--- src/sv/line_segment_densifier_macros.svh ---
// Assertion macros used by the densifier RTL.
`ifndef LINE_SEGMENT_DENSIFIER_MACROS_SVH
`define LINE_SEGMENT_DENSIFIER_MACROS_SVH

// Check that the consequent holds in the same cycle as the antecedent.
`define LSD_ASSERT_NOW(label, ante, cons, msg) \
    label: assert property (@(posedge i_clk) disable iff (!i_rst_n) (ante) |-> (cons)) \
        else $error(msg);

// Check that the consequent holds in the cycle after the antecedent.
`define LSD_ASSERT_NEXT(label, ante, cons, msg) \
    label: assert property (@(posedge i_clk) disable iff (!i_rst_n) (ante) |=> (cons)) \
        else $error(msg);

`endif

--- src/sv/lsd_pkg.sv ---
// Shared constants, types and sequencer states of the line segment densifier.
`timescale 1ns / 1ps

package lsd_pkg;

    localparam int MAX_VIA   = 62;
    localparam int FRAC_BITS = 16;

    localparam int COORD_W = 32;
    localparam int STEP_W  = 31;
    localparam int DIFF_W  = COORD_W + 1;
    localparam int MUL_W   = DIFF_W;
    localparam int PROD_W  = 2 * MUL_W;
    localparam int ROOT_W  = DIFF_W;
    localparam int REM_W   = ROOT_W + 3;
    localparam int VIA_W   = $clog2(MAX_VIA + 1);
    localparam int CEIL_QW = $clog2(MAX_VIA + 2);
    localparam int CAP_W   = STEP_W + CEIL_QW;
    localparam int CNUM_W  = ROOT_W + 1;
    localparam int NUMP_W  = STEP_W + COORD_W;
    localparam int CNT_W   = $clog2(ROOT_W + 1);

    // 0.1 m rounded to the nearest LSB
    localparam logic [STEP_W-1:0] STEP_RESET = STEP_W'(((1 << FRAC_BITS) + 5) / 10);

    typedef enum logic [4:0] {
        S_IDLE,
        S_DIFF,
        S_ABS,
        S_SQX,
        S_SQY,
        S_SUM,
        S_SQRT_GO,
        S_SQRT_WAIT,
        S_MULX,
        S_CEIL_GO,
        S_CEIL_WAIT,
        S_DIVX_GO,
        S_DIVX_WAIT,
        S_DIVY_GO,
        S_DIVY_WAIT,
        S_EMIT_FIRST,
        S_EMIT_VIA,
        S_EMIT_LAST
    } t_state;

    // Command to the shift-subtract unit
    typedef struct packed {
        logic               load;
        logic               sqrt;
        logic [REM_W-1:0]   init_rem;
        logic [PROD_W-1:0]  num;
        logic [ROOT_W-1:0]  divisor;
        logic [CNT_W-1:0]   count;
    } t_ds_cmd;

    // Status and result of the shift-subtract unit
    typedef struct packed {
        logic               busy;
        logic [ROOT_W-1:0]  quo;
    } t_ds_rsp;

endpackage

--- src/sv/lsd_divsqrt.sv ---
// Shared shift-subtract unit: one root bit or one quotient bit per cycle.
`timescale 1ns / 1ps

module lsd_divsqrt (
    input  logic              i_clk,
    input  logic              i_rst_n,
    input  lsd_pkg::t_ds_cmd  i_cmd,
    output lsd_pkg::t_ds_rsp  o_rsp
);
    import lsd_pkg::*;

    logic [CNT_W-1:0]  r_cnt;
    logic              r_sqrt;
    logic [REM_W-1:0]  r_rem;
    logic [PROD_W-1:0] r_num;
    logic [ROOT_W-1:0] r_quo;
    logic [ROOT_W-1:0] r_div;

    logic [REM_W-1:0]  rem_sh;
    logic [REM_W-1:0]  trial;
    logic [REM_W:0]    diff;
    logic              ge;

    // Shift in the next digit, then trial-subtract
    always_comb begin
        if (r_sqrt) begin
            rem_sh = {r_rem[REM_W-3:0], r_num[PROD_W-1 -: 2]};
            trial  = {1'b0, r_quo, 2'b01};
        end else begin
            rem_sh = {r_rem[REM_W-2:0], r_num[PROD_W-1]};
            trial  = {{(REM_W-ROOT_W){1'b0}}, r_div};
        end
        diff = {1'b0, rem_sh} - {1'b0, trial};
        ge   = !diff[REM_W];
    end

    // Count remaining steps
    always_ff @(posedge i_clk) begin
        if (!i_rst_n) begin
            r_cnt <= '0;
        end else if (i_cmd.load) begin
            r_cnt <= i_cmd.count;
        end else if (r_cnt != '0) begin
            r_cnt <= r_cnt - 1'b1;
        end
    end

    // Load operands or advance one step
    always_ff @(posedge i_clk) begin
        if (i_cmd.load) begin
            r_sqrt <= i_cmd.sqrt;
            r_rem  <= i_cmd.init_rem;
            r_num  <= i_cmd.num;
            r_div  <= i_cmd.divisor;
            r_quo  <= '0;
        end else if (r_cnt != '0) begin
            r_rem <= ge ? diff[REM_W-1:0] : rem_sh;
            r_quo <= {r_quo[ROOT_W-2:0], ge};
            r_num <= r_sqrt ? (r_num << 2) : (r_num << 1);
        end
    end

    assign o_rsp.busy = (r_cnt != '0);
    assign o_rsp.quo  = r_quo;

endmodule

--- src/sv/line_segment_densifier.sv ---
// Line segment densifier: top level with sequencer, shared multiplier and point emitter.
`timescale 1ns / 1ps
// A segment is taken when start is high and busy is low; busy then stays high until the
// end point has been issued. Per segment the block first does its arithmetic, mostly in
// the shared shift-subtract unit (33 steps for the length root, a few for the via count,
// 31 for each step component), and then issues 2 + vias points on consecutive cycles,
// one per cycle, each marked by o_result_strobe for one cycle. The receiver cannot
// stall: every strobed beat must be taken. The end point carries o_last_point, and
// o_clipped is set on every point of a segment whose via count exceeded the limit. The step
// register is written over the cfg channel while busy is low; a step of zero acts as one LSB.

module line_segment_densifier (
    input  logic                               i_clk,
    input  logic                               i_rst_n,
    input  logic                               start,
    output logic                               busy,
    input  logic signed [lsd_pkg::COORD_W-1:0] i_start_x,
    input  logic signed [lsd_pkg::COORD_W-1:0] i_start_y,
    input  logic signed [lsd_pkg::COORD_W-1:0] i_end_x,
    input  logic signed [lsd_pkg::COORD_W-1:0] i_end_y,
    input  logic                               i_cfg_valid,
    output logic                               o_cfg_ready,
    input  logic        [lsd_pkg::STEP_W-1:0]  i_cfg_data,
    output logic                               o_result_strobe,
    output logic signed [lsd_pkg::COORD_W-1:0] o_point_x,
    output logic signed [lsd_pkg::COORD_W-1:0] o_point_y,
    output logic                               o_last_point,
    output logic                               o_clipped
);
    import lsd_pkg::*;

    t_state r_state, n_state;

    logic [STEP_W-1:0]         r_step_length;
    logic [STEP_W-1:0]         r_step;
    logic [STEP_W-1:0]         r_stepm1;
    logic signed [COORD_W-1:0] r_sx, r_sy, r_ex, r_ey;
    logic signed [DIFF_W-1:0]  r_dx, r_dy;
    logic [MUL_W-1:0]          r_ax, r_ay;
    logic                      r_negx, r_negy;
    logic [CAP_W-1:0]          r_cap;
    logic [PROD_W-1:0]         r_prod;
    logic [PROD_W-1:0]         r_sum;
    logic [ROOT_W-1:0]         r_d;
    logic                      r_clip;
    logic [CNUM_W-1:0]         r_cnum;
    logic [NUMP_W-1:0]         r_numx, r_numy;
    logic [VIA_W-1:0]          r_vias;
    logic [VIA_W-1:0]          r_idx;
    logic signed [COORD_W-1:0] r_stx, r_sty;
    logic signed [COORD_W-1:0] r_px, r_py;

    logic                      r_out_vld;
    logic signed [COORD_W-1:0] r_out_x, r_out_y;
    logic                      r_out_last, r_out_clip;
    logic                      n_out_vld;
    logic signed [COORD_W-1:0] n_out_x, n_out_y;
    logic                      n_out_last;

    logic                      mul_en;
    logic [MUL_W-1:0]          mul_a, mul_b;
    t_ds_cmd                   ds_cmd;
    t_ds_rsp                   ds_rsp;

    logic [CEIL_QW-1:0]        ceil_q;
    logic [COORD_W-1:0]        mag_q;
    logic                      accept;

    assign accept      = start && !busy;
    assign busy        = (r_state != S_IDLE);
    assign o_cfg_ready = !busy;
    assign ceil_q      = ds_rsp.quo[CEIL_QW-1:0];
    assign mag_q       = {{(COORD_W-STEP_W){1'b0}}, ds_rsp.quo[STEP_W-1:0]};

    lsd_divsqrt u_divsqrt (
        .i_clk   (i_clk),
        .i_rst_n (i_rst_n),
        .i_cmd   (ds_cmd),
        .o_rsp   (ds_rsp)
    );

    // Next state
    always_comb begin
        n_state = r_state;
        unique case (r_state)
            S_IDLE:       if (start) n_state = S_DIFF;
            S_DIFF:       n_state = S_ABS;
            S_ABS:        n_state = S_SQX;
            S_SQX:        n_state = S_SQY;
            S_SQY:        n_state = S_SUM;
            S_SUM:        n_state = S_SQRT_GO;
            S_SQRT_GO:    n_state = S_SQRT_WAIT;
            S_SQRT_WAIT:  if (!ds_rsp.busy) n_state = S_MULX;
            S_MULX:       n_state = S_CEIL_GO;
            S_CEIL_GO:    n_state = S_CEIL_WAIT;
            S_CEIL_WAIT:  if (!ds_rsp.busy) n_state = S_DIVX_GO;
            S_DIVX_GO:    n_state = S_DIVX_WAIT;
            S_DIVX_WAIT:  if (!ds_rsp.busy) n_state = S_DIVY_GO;
            S_DIVY_GO:    n_state = S_DIVY_WAIT;
            S_DIVY_WAIT:  if (!ds_rsp.busy) n_state = S_EMIT_FIRST;
            S_EMIT_FIRST: n_state = (r_vias == '0) ? S_EMIT_LAST : S_EMIT_VIA;
            S_EMIT_VIA:   if (r_idx == r_vias) n_state = S_EMIT_LAST;
            S_EMIT_LAST:  n_state = S_IDLE;
            default:      n_state = S_IDLE;
        endcase
    end

    // Outputs: multiplier operands, unit commands, result beats
    always_comb begin
        mul_en          = 1'b0;
        mul_a           = '0;
        mul_b           = '0;
        ds_cmd          = '0;
        n_out_vld       = 1'b0;
        n_out_x         = r_px;
        n_out_y         = r_py;
        n_out_last      = 1'b0;
        unique case (r_state)
            S_DIFF: begin
                mul_en = 1'b1;
                mul_a  = {{(MUL_W-STEP_W){1'b0}}, r_step};
                mul_b  = MUL_W'(MAX_VIA + 1);
            end
            S_SQX: begin
                mul_en = 1'b1;
                mul_a  = r_ax;
                mul_b  = r_ax;
            end
            S_SQY: begin
                mul_en = 1'b1;
                mul_a  = r_ay;
                mul_b  = r_ay;
            end
            S_SQRT_GO: begin
                ds_cmd.load  = 1'b1;
                ds_cmd.sqrt  = 1'b1;
                ds_cmd.num   = r_sum;
                ds_cmd.count = CNT_W'(ROOT_W);
            end
            S_MULX: begin
                mul_en = 1'b1;
                mul_a  = {{(MUL_W-STEP_W){1'b0}}, r_step};
                mul_b  = r_ax;
            end
            S_CEIL_GO: begin
                mul_en          = 1'b1;
                mul_a           = {{(MUL_W-STEP_W){1'b0}}, r_step};
                mul_b           = r_ay;
                ds_cmd.load     = 1'b1;
                ds_cmd.init_rem = {{(REM_W-CNUM_W+CEIL_QW){1'b0}},
                                   r_cnum[CNUM_W-1:CEIL_QW]};
                ds_cmd.num      = {r_cnum[CEIL_QW-1:0], {(PROD_W-CEIL_QW){1'b0}}};
                ds_cmd.divisor  = {{(ROOT_W-STEP_W){1'b0}}, r_step};
                ds_cmd.count    = CNT_W'(CEIL_QW);
            end
            S_DIVX_GO: begin
                ds_cmd.load     = 1'b1;
                ds_cmd.init_rem = {{(REM_W-COORD_W){1'b0}}, r_numx[NUMP_W-1:STEP_W]};
                ds_cmd.num      = {r_numx[STEP_W-1:0], {(PROD_W-STEP_W){1'b0}}};
                ds_cmd.divisor  = r_d;
                ds_cmd.count    = CNT_W'(STEP_W);
            end
            S_DIVY_GO: begin
                ds_cmd.load     = 1'b1;
                ds_cmd.init_rem = {{(REM_W-COORD_W){1'b0}}, r_numy[NUMP_W-1:STEP_W]};
                ds_cmd.num      = {r_numy[STEP_W-1:0], {(PROD_W-STEP_W){1'b0}}};
                ds_cmd.divisor  = r_d;
                ds_cmd.count    = CNT_W'(STEP_W);
            end
            S_EMIT_FIRST: begin
                n_out_vld = 1'b1;
                n_out_x   = r_sx;
                n_out_y   = r_sy;
            end
            S_EMIT_VIA: begin
                n_out_vld = 1'b1;
            end
            S_EMIT_LAST: begin
                n_out_vld  = 1'b1;
                n_out_x    = r_ex;
                n_out_y    = r_ey;
                n_out_last = 1'b1;
            end
            default: begin
                mul_en = 1'b0;
            end
        endcase
    end

    // Control state, step register and result strobe
    always_ff @(posedge i_clk) begin
        if (!i_rst_n) begin
            r_state       <= S_IDLE;
            r_step_length <= STEP_RESET;
            r_out_vld     <= 1'b0;
        end else begin
            r_state   <= n_state;
            r_out_vld <= n_out_vld;
            if (i_cfg_valid && o_cfg_ready) begin
                r_step_length <= i_cfg_data;
            end
        end
    end

    // Hold the result beat
    always_ff @(posedge i_clk) begin
        r_out_x    <= n_out_x;
        r_out_y    <= n_out_y;
        r_out_last <= n_out_last;
        r_out_clip <= r_clip;
    end

    // Shared multiplier, registered
    always_ff @(posedge i_clk) begin
        if (mul_en) begin
            r_prod <= mul_a * mul_b;
        end
    end

    // Datapath registers, advanced by the sequencer
    always_ff @(posedge i_clk) begin
        if (accept) begin
            r_sx   <= i_start_x;
            r_sy   <= i_start_y;
            r_ex   <= i_end_x;
            r_ey   <= i_end_y;
            r_step <= (r_step_length == '0) ? STEP_W'(1) : r_step_length;
        end
        case (r_state)
            S_DIFF: begin
                r_dx <= {r_ex[COORD_W-1], r_ex} - {r_sx[COORD_W-1], r_sx};
                r_dy <= {r_ey[COORD_W-1], r_ey} - {r_sy[COORD_W-1], r_sy};
            end
            S_ABS: begin
                r_negx   <= r_dx[DIFF_W-1];
                r_negy   <= r_dy[DIFF_W-1];
                r_ax     <= r_dx[DIFF_W-1] ? MUL_W'(-r_dx) : MUL_W'(r_dx);
                r_ay     <= r_dy[DIFF_W-1] ? MUL_W'(-r_dy) : MUL_W'(r_dy);
                r_cap    <= r_prod[CAP_W-1:0];
                r_stepm1 <= r_step - 1'b1;
            end
            S_SUM: begin
                r_sum <= r_sum + r_prod;
            end
            S_SQY: begin
                r_sum <= r_prod;
            end
            S_SQRT_WAIT: begin
                r_d <= ds_rsp.quo;
            end
            S_MULX: begin
                r_clip <= ({{(CAP_W-ROOT_W){1'b0}}, r_d} > r_cap);
                r_cnum <= {1'b0, r_d} + {{(CNUM_W-STEP_W){1'b0}}, r_stepm1};
            end
            S_CEIL_GO: begin
                r_numx <= r_prod[NUMP_W-1:0];
            end
            S_CEIL_WAIT: begin
                r_numy <= r_prod[NUMP_W-1:0];
                if (r_clip) begin
                    r_vias <= VIA_W'(MAX_VIA);
                end else if (ceil_q == '0) begin
                    r_vias <= '0;
                end else begin
                    r_vias <= VIA_W'(ceil_q - 1'b1);
                end
            end
            S_DIVX_WAIT: begin
                if (r_d == '0) begin
                    r_stx <= '0;
                end else begin
                    r_stx <= r_negx ? -$signed(mag_q) : $signed(mag_q);
                end
            end
            S_DIVY_WAIT: begin
                if (r_d == '0) begin
                    r_sty <= '0;
                end else begin
                    r_sty <= r_negy ? -$signed(mag_q) : $signed(mag_q);
                end
            end
            S_EMIT_FIRST: begin
                r_px  <= r_sx + r_stx;
                r_py  <= r_sy + r_sty;
                r_idx <= VIA_W'(1);
            end
            S_EMIT_VIA: begin
                r_px  <= r_px + r_stx;
                r_py  <= r_py + r_sty;
                r_idx <= r_idx + 1'b1;
            end
            default: begin
                r_idx <= r_idx;
            end
        endcase
    end

    assign o_result_strobe = r_out_vld;
    assign o_point_x       = r_out_x;
    assign o_point_y       = r_out_y;
    assign o_last_point    = r_out_last;
    assign o_clipped       = r_out_clip;

`include "line_segment_densifier_macros.svh"

    `LSD_ASSERT_NEXT(a_accept_raises_busy, start && !busy, busy, "busy not raised after accept")
    `LSD_ASSERT_NEXT(a_run_unbroken, o_result_strobe && !o_last_point, o_result_strobe, "gap in a run")
    `LSD_ASSERT_NEXT(a_last_ends_run, o_result_strobe && o_last_point, !o_result_strobe, "beat after end point")
    `LSD_ASSERT_NOW(a_run_opens_at_start, $rose(o_result_strobe), (o_point_x == r_sx) && !o_last_point, "run does not open with the start point")

endmodule

--- config.mk ---
export PLATFORM = sky130hd
export DESIGN_NAME = line_segment_densifier
export DESIGN_NICKNAME = d
export VERILOG_FILES = /design/src/sv/lsd_pkg.sv /design/src/sv/lsd_divsqrt.sv /design/src/sv/line_segment_densifier.sv
export VERILOG_INCLUDE_DIRS = /design/src /design/src/sv
export SDC_FILE = /design/constraint.sdc
export NUM_CORES = 2
export LEC_CHECK = 0
export ABC_AREA = 0
export BUFFER_PORTS_ARGS = -buffer_cell sky130_fd_sc_hd__buf_2
export CAP_MARGIN = 40
export CORE_MARGIN = 2
export CORE_UTILIZATION = 55
export DETAILED_ROUTE_END_ITERATION = 8
export GPL_TIMING_DRIVEN = 1
export PLACE_DENSITY = 0.73
export SYNTH_ARGS = -nofsm -noshare
export SYNTH_HDL_FRONTEND = slang
export SYNTH_SLANG_ARGS = --single-unit
--- constraint.sdc ---
create_clock -name i_clk -period 15.1 [get_ports i_clk]
set_input_delay 1.51 -clock i_clk [delete_from_list [all_inputs] [get_ports i_clk]]
set_output_delay 1.51 -clock i_clk [all_outputs]
set_load 0.1 [all_outputs]
After elaboration in Yosys (flattened, before gate mapping):

Index checks and enable logic that the tools add are counted.
W data, S select, Z words.

* register bits: 1104
* output and inout port bits: 69
* word-level logic and storage cells: 153

* add/subtract/negate cells: 16
* multipliers: 1
* magnitude comparators: 1
* equal/unequal tests: 24
* muxes and demuxes: 40
* bitwise operators: 2
* reductions and logical operators: 25

Operators by type and width (number)
* $pmux W66 S4: 1
* $pmux W32 S2: 4
* $mux W66: 3
* $pmux W33 S3: 2
* $mux W35: 4
* $pmux W66 S2: 1
* $add A32 B32 Y32: 4
* $pmux W32 S3: 1
* $pmux W5 S17: 1
* $add A66 B66 Y66: 1
* $mul A33 B33 Y66: 1
* $neg A33 Y33: 2
* $pmux W33 S2: 1
* $sub A32 B32 Y33: 2
* $mux W32: 2
* $mux W31: 2
* $eq A5 B4 Y1 const B: 8
* $gt A33 B37 Y1: 1
* $sub A36 B35 Y37: 1
* $mux W36: 1
* $add A33 B31 Y34: 1
* $logic_not A33 Y1: 1
* $neg A31 Y32: 1
* $logic_not A31 Y1: 1
* other kinds (27): 62

Logic depth before layout (Yosys ltp):

* word-level depth: 5
* depth in mapped cells: 40

Hierarchy:

Synthesis repeated with hierarchy kept, for this count alone.

* cells, all modules: 9454
* area total of the unflattened synthesis: 93188.1 µm²

By module, submodules not included
* line_segment_densifier: instances 1, cells each 8438, area each 83019.6 µm², seq. area each 26895.8 µm²
* lsd_divsqrt: instances 1, cells each 1016, area each 10168.5 µm², seq. area each 4834.6 µm²

Worst setup path before layout:

OpenSTA, ideal clock, no wires.

* kind: reg-to-reg
* start: register r_state[4]
* end: register r_prod[64], data pin
* setup time: 0.264 ns
* arrival: 11.844 ns
* required time: 14.836 ns
* setup slack: 2.992 ns
* stages on the path, launching flop included: 34
* buffers on the path: 4
* path through: dfxtp_1 clkbuf_1 or2_2 clkbuf_1 nor2_1 a221o_1 clkbuf_1 clkbuf_1 nand2_1 fa_1 inv_1 fa_1 fa_1 inv_1 fa_1 inv_1 fa_1 fa_1 fa_1 inv_1 fa_1 inv_1 ha_1 a21o_1 a21o_1 a21o_1 a221oi_1 o21ai_0 a2bb2oi_1 nand2b_1 a2111oi_1 o21ai_0 a221oi_1 xnor2_1

* longest elaborated chain between the ends: 4
* elaborated cells between the ends (all ways): 11
* those cells by class: mul: 1; eq/ne: 5; mux: 2; reduce/logical: 3

RTL lines
* start: declaration: RTL line line_segment_densifier.sv:32 `t_state r_state, n_state;`
* start signal: assignment: RTL line line_segment_densifier.sv:197 `r_state <= n_state;`
* $eq A5 B4 Y1 (tied with other cells): RTL line line_segment_densifier.sv:118 `unique case (r_state)`
* $reduce_or A3 Y1 (no line) or $reduce_or A2 Y1 (tied branches)
* $pmux W33 S3: RTL line line_segment_densifier.sv:118
* $mul A33 B33 Y66 (*): RTL line line_segment_densifier.sv:216 `r_prod <= mul_a * mul_b;`
* end signal: assignment: RTL line line_segment_densifier.sv:216
* end: declaration: RTL line line_segment_densifier.sv:42 `logic [PROD_W-1:0] r_prod;`

Every way passes the cells marked *; elsewhere a longest branch is shown, timed or not.
A chain may end at the register's enable or synchronous reset.

Final worst setup path:

* start: register r_state[0]
* end: register r_prod[64], data pin

Same word-level chain as after synthesis.

==> metrics.cfg <==
[cells_and_area]
final_layout_size_suffix_gt1_share_pct=7.82
nFillCells=13900
area_growth_pct=8.53
final_area_um2=99800
finalNetCount=10900

[global_route]
grt_overflow=0
grt_pass1_vias=70500
track_usage_pct=35.1
grt_max_degree=88
grt_first_pass_wirelength_um=443000
antenna_found_initial=14

[timing]
hold_violations=0
layout_min_cycle_time_ps=11330
fin_crit_sh_pct=75.0
finalSetupViolations=0
timing.final.ws_setup_ps=3770
maxSlewViolCount=0
max_freq_ghz=0.0883
clock_skew_ps=93.7
worst_pin_slew_ps=990
max_slew_margin_pct=34.0
setup_tns_ps=0
grt_setup_unrepaired=false

[clocking]
post_cts_buffers=0
cts_resized=0
clockBufferDepth=3
ctsHtreeMaxLevel=3
clk_pin_slew_ps=70
cts_hold_buf=0
numCtsBuffers=109
insertion_delay_ps=780
root_buffer=clkbuf_16
clock_sinks=1104
tritoncts=yes

[synthesis]
ys_ff_latch=1104
synth_top_area_share_pct=31.4
async_flop_share_pct=0
netlist_area_um2=91900
seq_area_frac_synth_pct=34.5
synth_top_area_cell=edfxtp_1
synth.most_common_cell=inv_1
synth_edf_count=962
yosysWarningCount=0
synth_top_cells_by_area=edfxtp_1, fa_1, ha_1
syn_nets=10800
syn_area_per_cell_um2=10.1
synth_common_cells=inv_1, nand2_1, fa_1, edfxtp_1, nor2_1
synth_ff_type=edfxtp_1
postSynthCellCount=9146
ys_types=79

[die]
rows=150
io_pins=232
die_y_um=413
die_area_um2=170000
core_area_um2=167000
die-width_um=413
start_util_pct=55.2

[detailed_routing]
drc=0
wire_per_inst_um=26.1
drt-total-wl_um=299000
highest_layer=met5
vias_per_cell=6.17
met2_length_um=133000
drt_iter0_markers=8416
dr.pass1.iters=9
route.met3.wl_um=34000
wl_met1_um=114000
final_antenna_net_count=0
dr_total_vias=70800

[worst_setup_path]
cp.required_ps=15560
reg2reg_depth=31
timing.rr.start=r_state[0]
critPathMostFrequentCell=fa_1
path_max_fanout=63
startpoint_type=flop
path_buf_inv=6
ff2ff_setup_slack_ps=3770
worst-setup-path-type=reg2reg
crit_path_top_delay_cell=a221o_1
rr_endpoint=r_prod[64]
crit_family=adder cells
endpoint_kind=flop
arrival_ps=11790
cp_slowest_stage_delay_ps=850

[flow_run]
maxCapViolCount=0

[placement]
place_ws_ps=4110
detailed_place_hpwl_um=230000
placedInstanceArea_um2=96000
port-buffer-count=231
gp_congestion=1.03

[hold_path]
min_from=r_step_length[12]
hold_end=r_step[12]
hold_path_class=reg2reg
hold_depth=0

[power_and_ir_drop]
p_leak_nw=42.7
powerDensity_nw_per_um2=147
ir_worst_vdd_mv=0.120

[status]
status=finished, final reports clean

==> metal layers <==
metal  vias to the layer above  global-route usage, %
met4                        12                   17.5
met2                      4165                   53.9
met5                         -                      0
met1                     35000                   46.6
met3                       870                   8.61
li1                      30700                      -
==> metrics by stage <==
stage | util (%) | hold slack (ps) | std cells | total power, mW
floorplan | - | 403 | 9146 | 9.25
global placement | 57.2 | 441 | 11200 | 11.5
detailed placement | 57.6 | 447 | 11300 | 11.7
CTS | 59.9 | 461 | 11500 | 14.6
global route | 59.9 | 466 | 11500 | 15.4
finish | 59.9 | 464 | 11500 | 14.7
==> report_power, final <==
group | internal [mW] | switching (mW)
Clock | 1.57 | 1.27
Sequential | 4.34 | 0.722
Combinational | 2.39 | 4.39
Total | 8.29 | 6.38
==> cell families after synthesis <==
family                     after synthesis  share of synthesized area [%]
and+or+nand+nor                       2614                           12.2
buffers and inverters                 1703                           6.98
AOI/OAI and AO/OA                     1593                           11.6
adders and majority gates             1527                           28.7
DFF                                   1104                           34.5
xor gates and xnor gates               450                           4.29
muxes                                  155                           1.74
==> area by class of cell <==
type                       count  area, um2  share of cell area (%)
antenna                        1       2.50                 0.00251
clock buffer                 139       3060                    3.06
clock inverter                67        676                   0.677
inverter                    1211       4550                    4.56
multi-input combinational   6339      54100                    54.2
sequential                  1104      31700                    31.8
tap                         2204       2760                    2.76
timing repair buffer         409       2930                    2.94
==> state kept, by name, indices dropped and copies added (netlist names), 34 cells and up <==
signal           count
u_divsqrt.r_num     66
r_sum               66
r_cap               37
u_divsqrt.r_rem     35
r_cnum              34
r_numx              63
r_numy              63
r_prod              66
==> placed cells by master (no fill, tap or decap), types with 28 or more instances in the layout <==
| cell | netlist | final |
|---|---|---|
| inv_1 | 1210 | 1210 |
| nand2_1 | 1097 | 1096 |
| fa_1 | 965 | 965 |
| edfxtp_1 | 962 | 962 |
| nor2_1 | 890 | 875 |
| ha_1 | 562 | 562 |
| a21oi_1 | 390 | 388 |
| o21ai_0 | 319 | 318 |
| xnor2_1 | 276 | 276 |
| buf_2 | 1 | 231 |
| a21o_1 | 190 | 190 |
| xor2_1 | 174 | 174 |
| buf_4 | 2 | 145 |
| dfxtp_1 | 142 | 142 |
| nor3_1 | 131 | 127 |
| mux2i_1 | 118 | 118 |
| clkbuf_16 | 0 | 114 |
| a22o_1 | 83 | 83 |
| o31ai_1 | 75 | 75 |
| a22oi_1 | 76 | 73 |
| nand3_1 | 72 | 71 |
| a221o_1 | 70 | 70 |
| nand2b_1 | 67 | 66 |
| a211oi_1 | 58 | 58 |
| nor2b_1 | 57 | 57 |
| nand4_1 | 52 | 52 |
| and2_1 | 52 | 50 |
| o21a_1 | 50 | 50 |
| or3_1 | 47 | 46 |
| o21bai_1 | 43 | 43 |
| a21boi_0 | 42 | 42 |
| mux2_2 | 37 | 37 |
| nor4_1 | 35 | 34 |
| or2_2 | 33 | 33 |
| and3_1 | 30 | 30 |
| a222oi_1 | 30 | 30 |
| a31oi_1 | 29 | 29 |
| clkinv_2 | 0 | 28 |
==> worst max path at each step <==
stage	from	endpoint	slack, ps	depth (start not counted)
floorplan	r_state[4]	r_prod[64]	2990	33
global placement	r_state[0]	r_prod[64]	3830	33
detailed placement	r_state[0]	r_prod[64]	4110	31
CTS	r_state[0]	r_prod[64]	4060	31
global route	r_state[0]	r_prod[64]	3380	31
finish	r_state[0]	r_prod[64]	3770	31
Power figures use the tool's default switching activity.
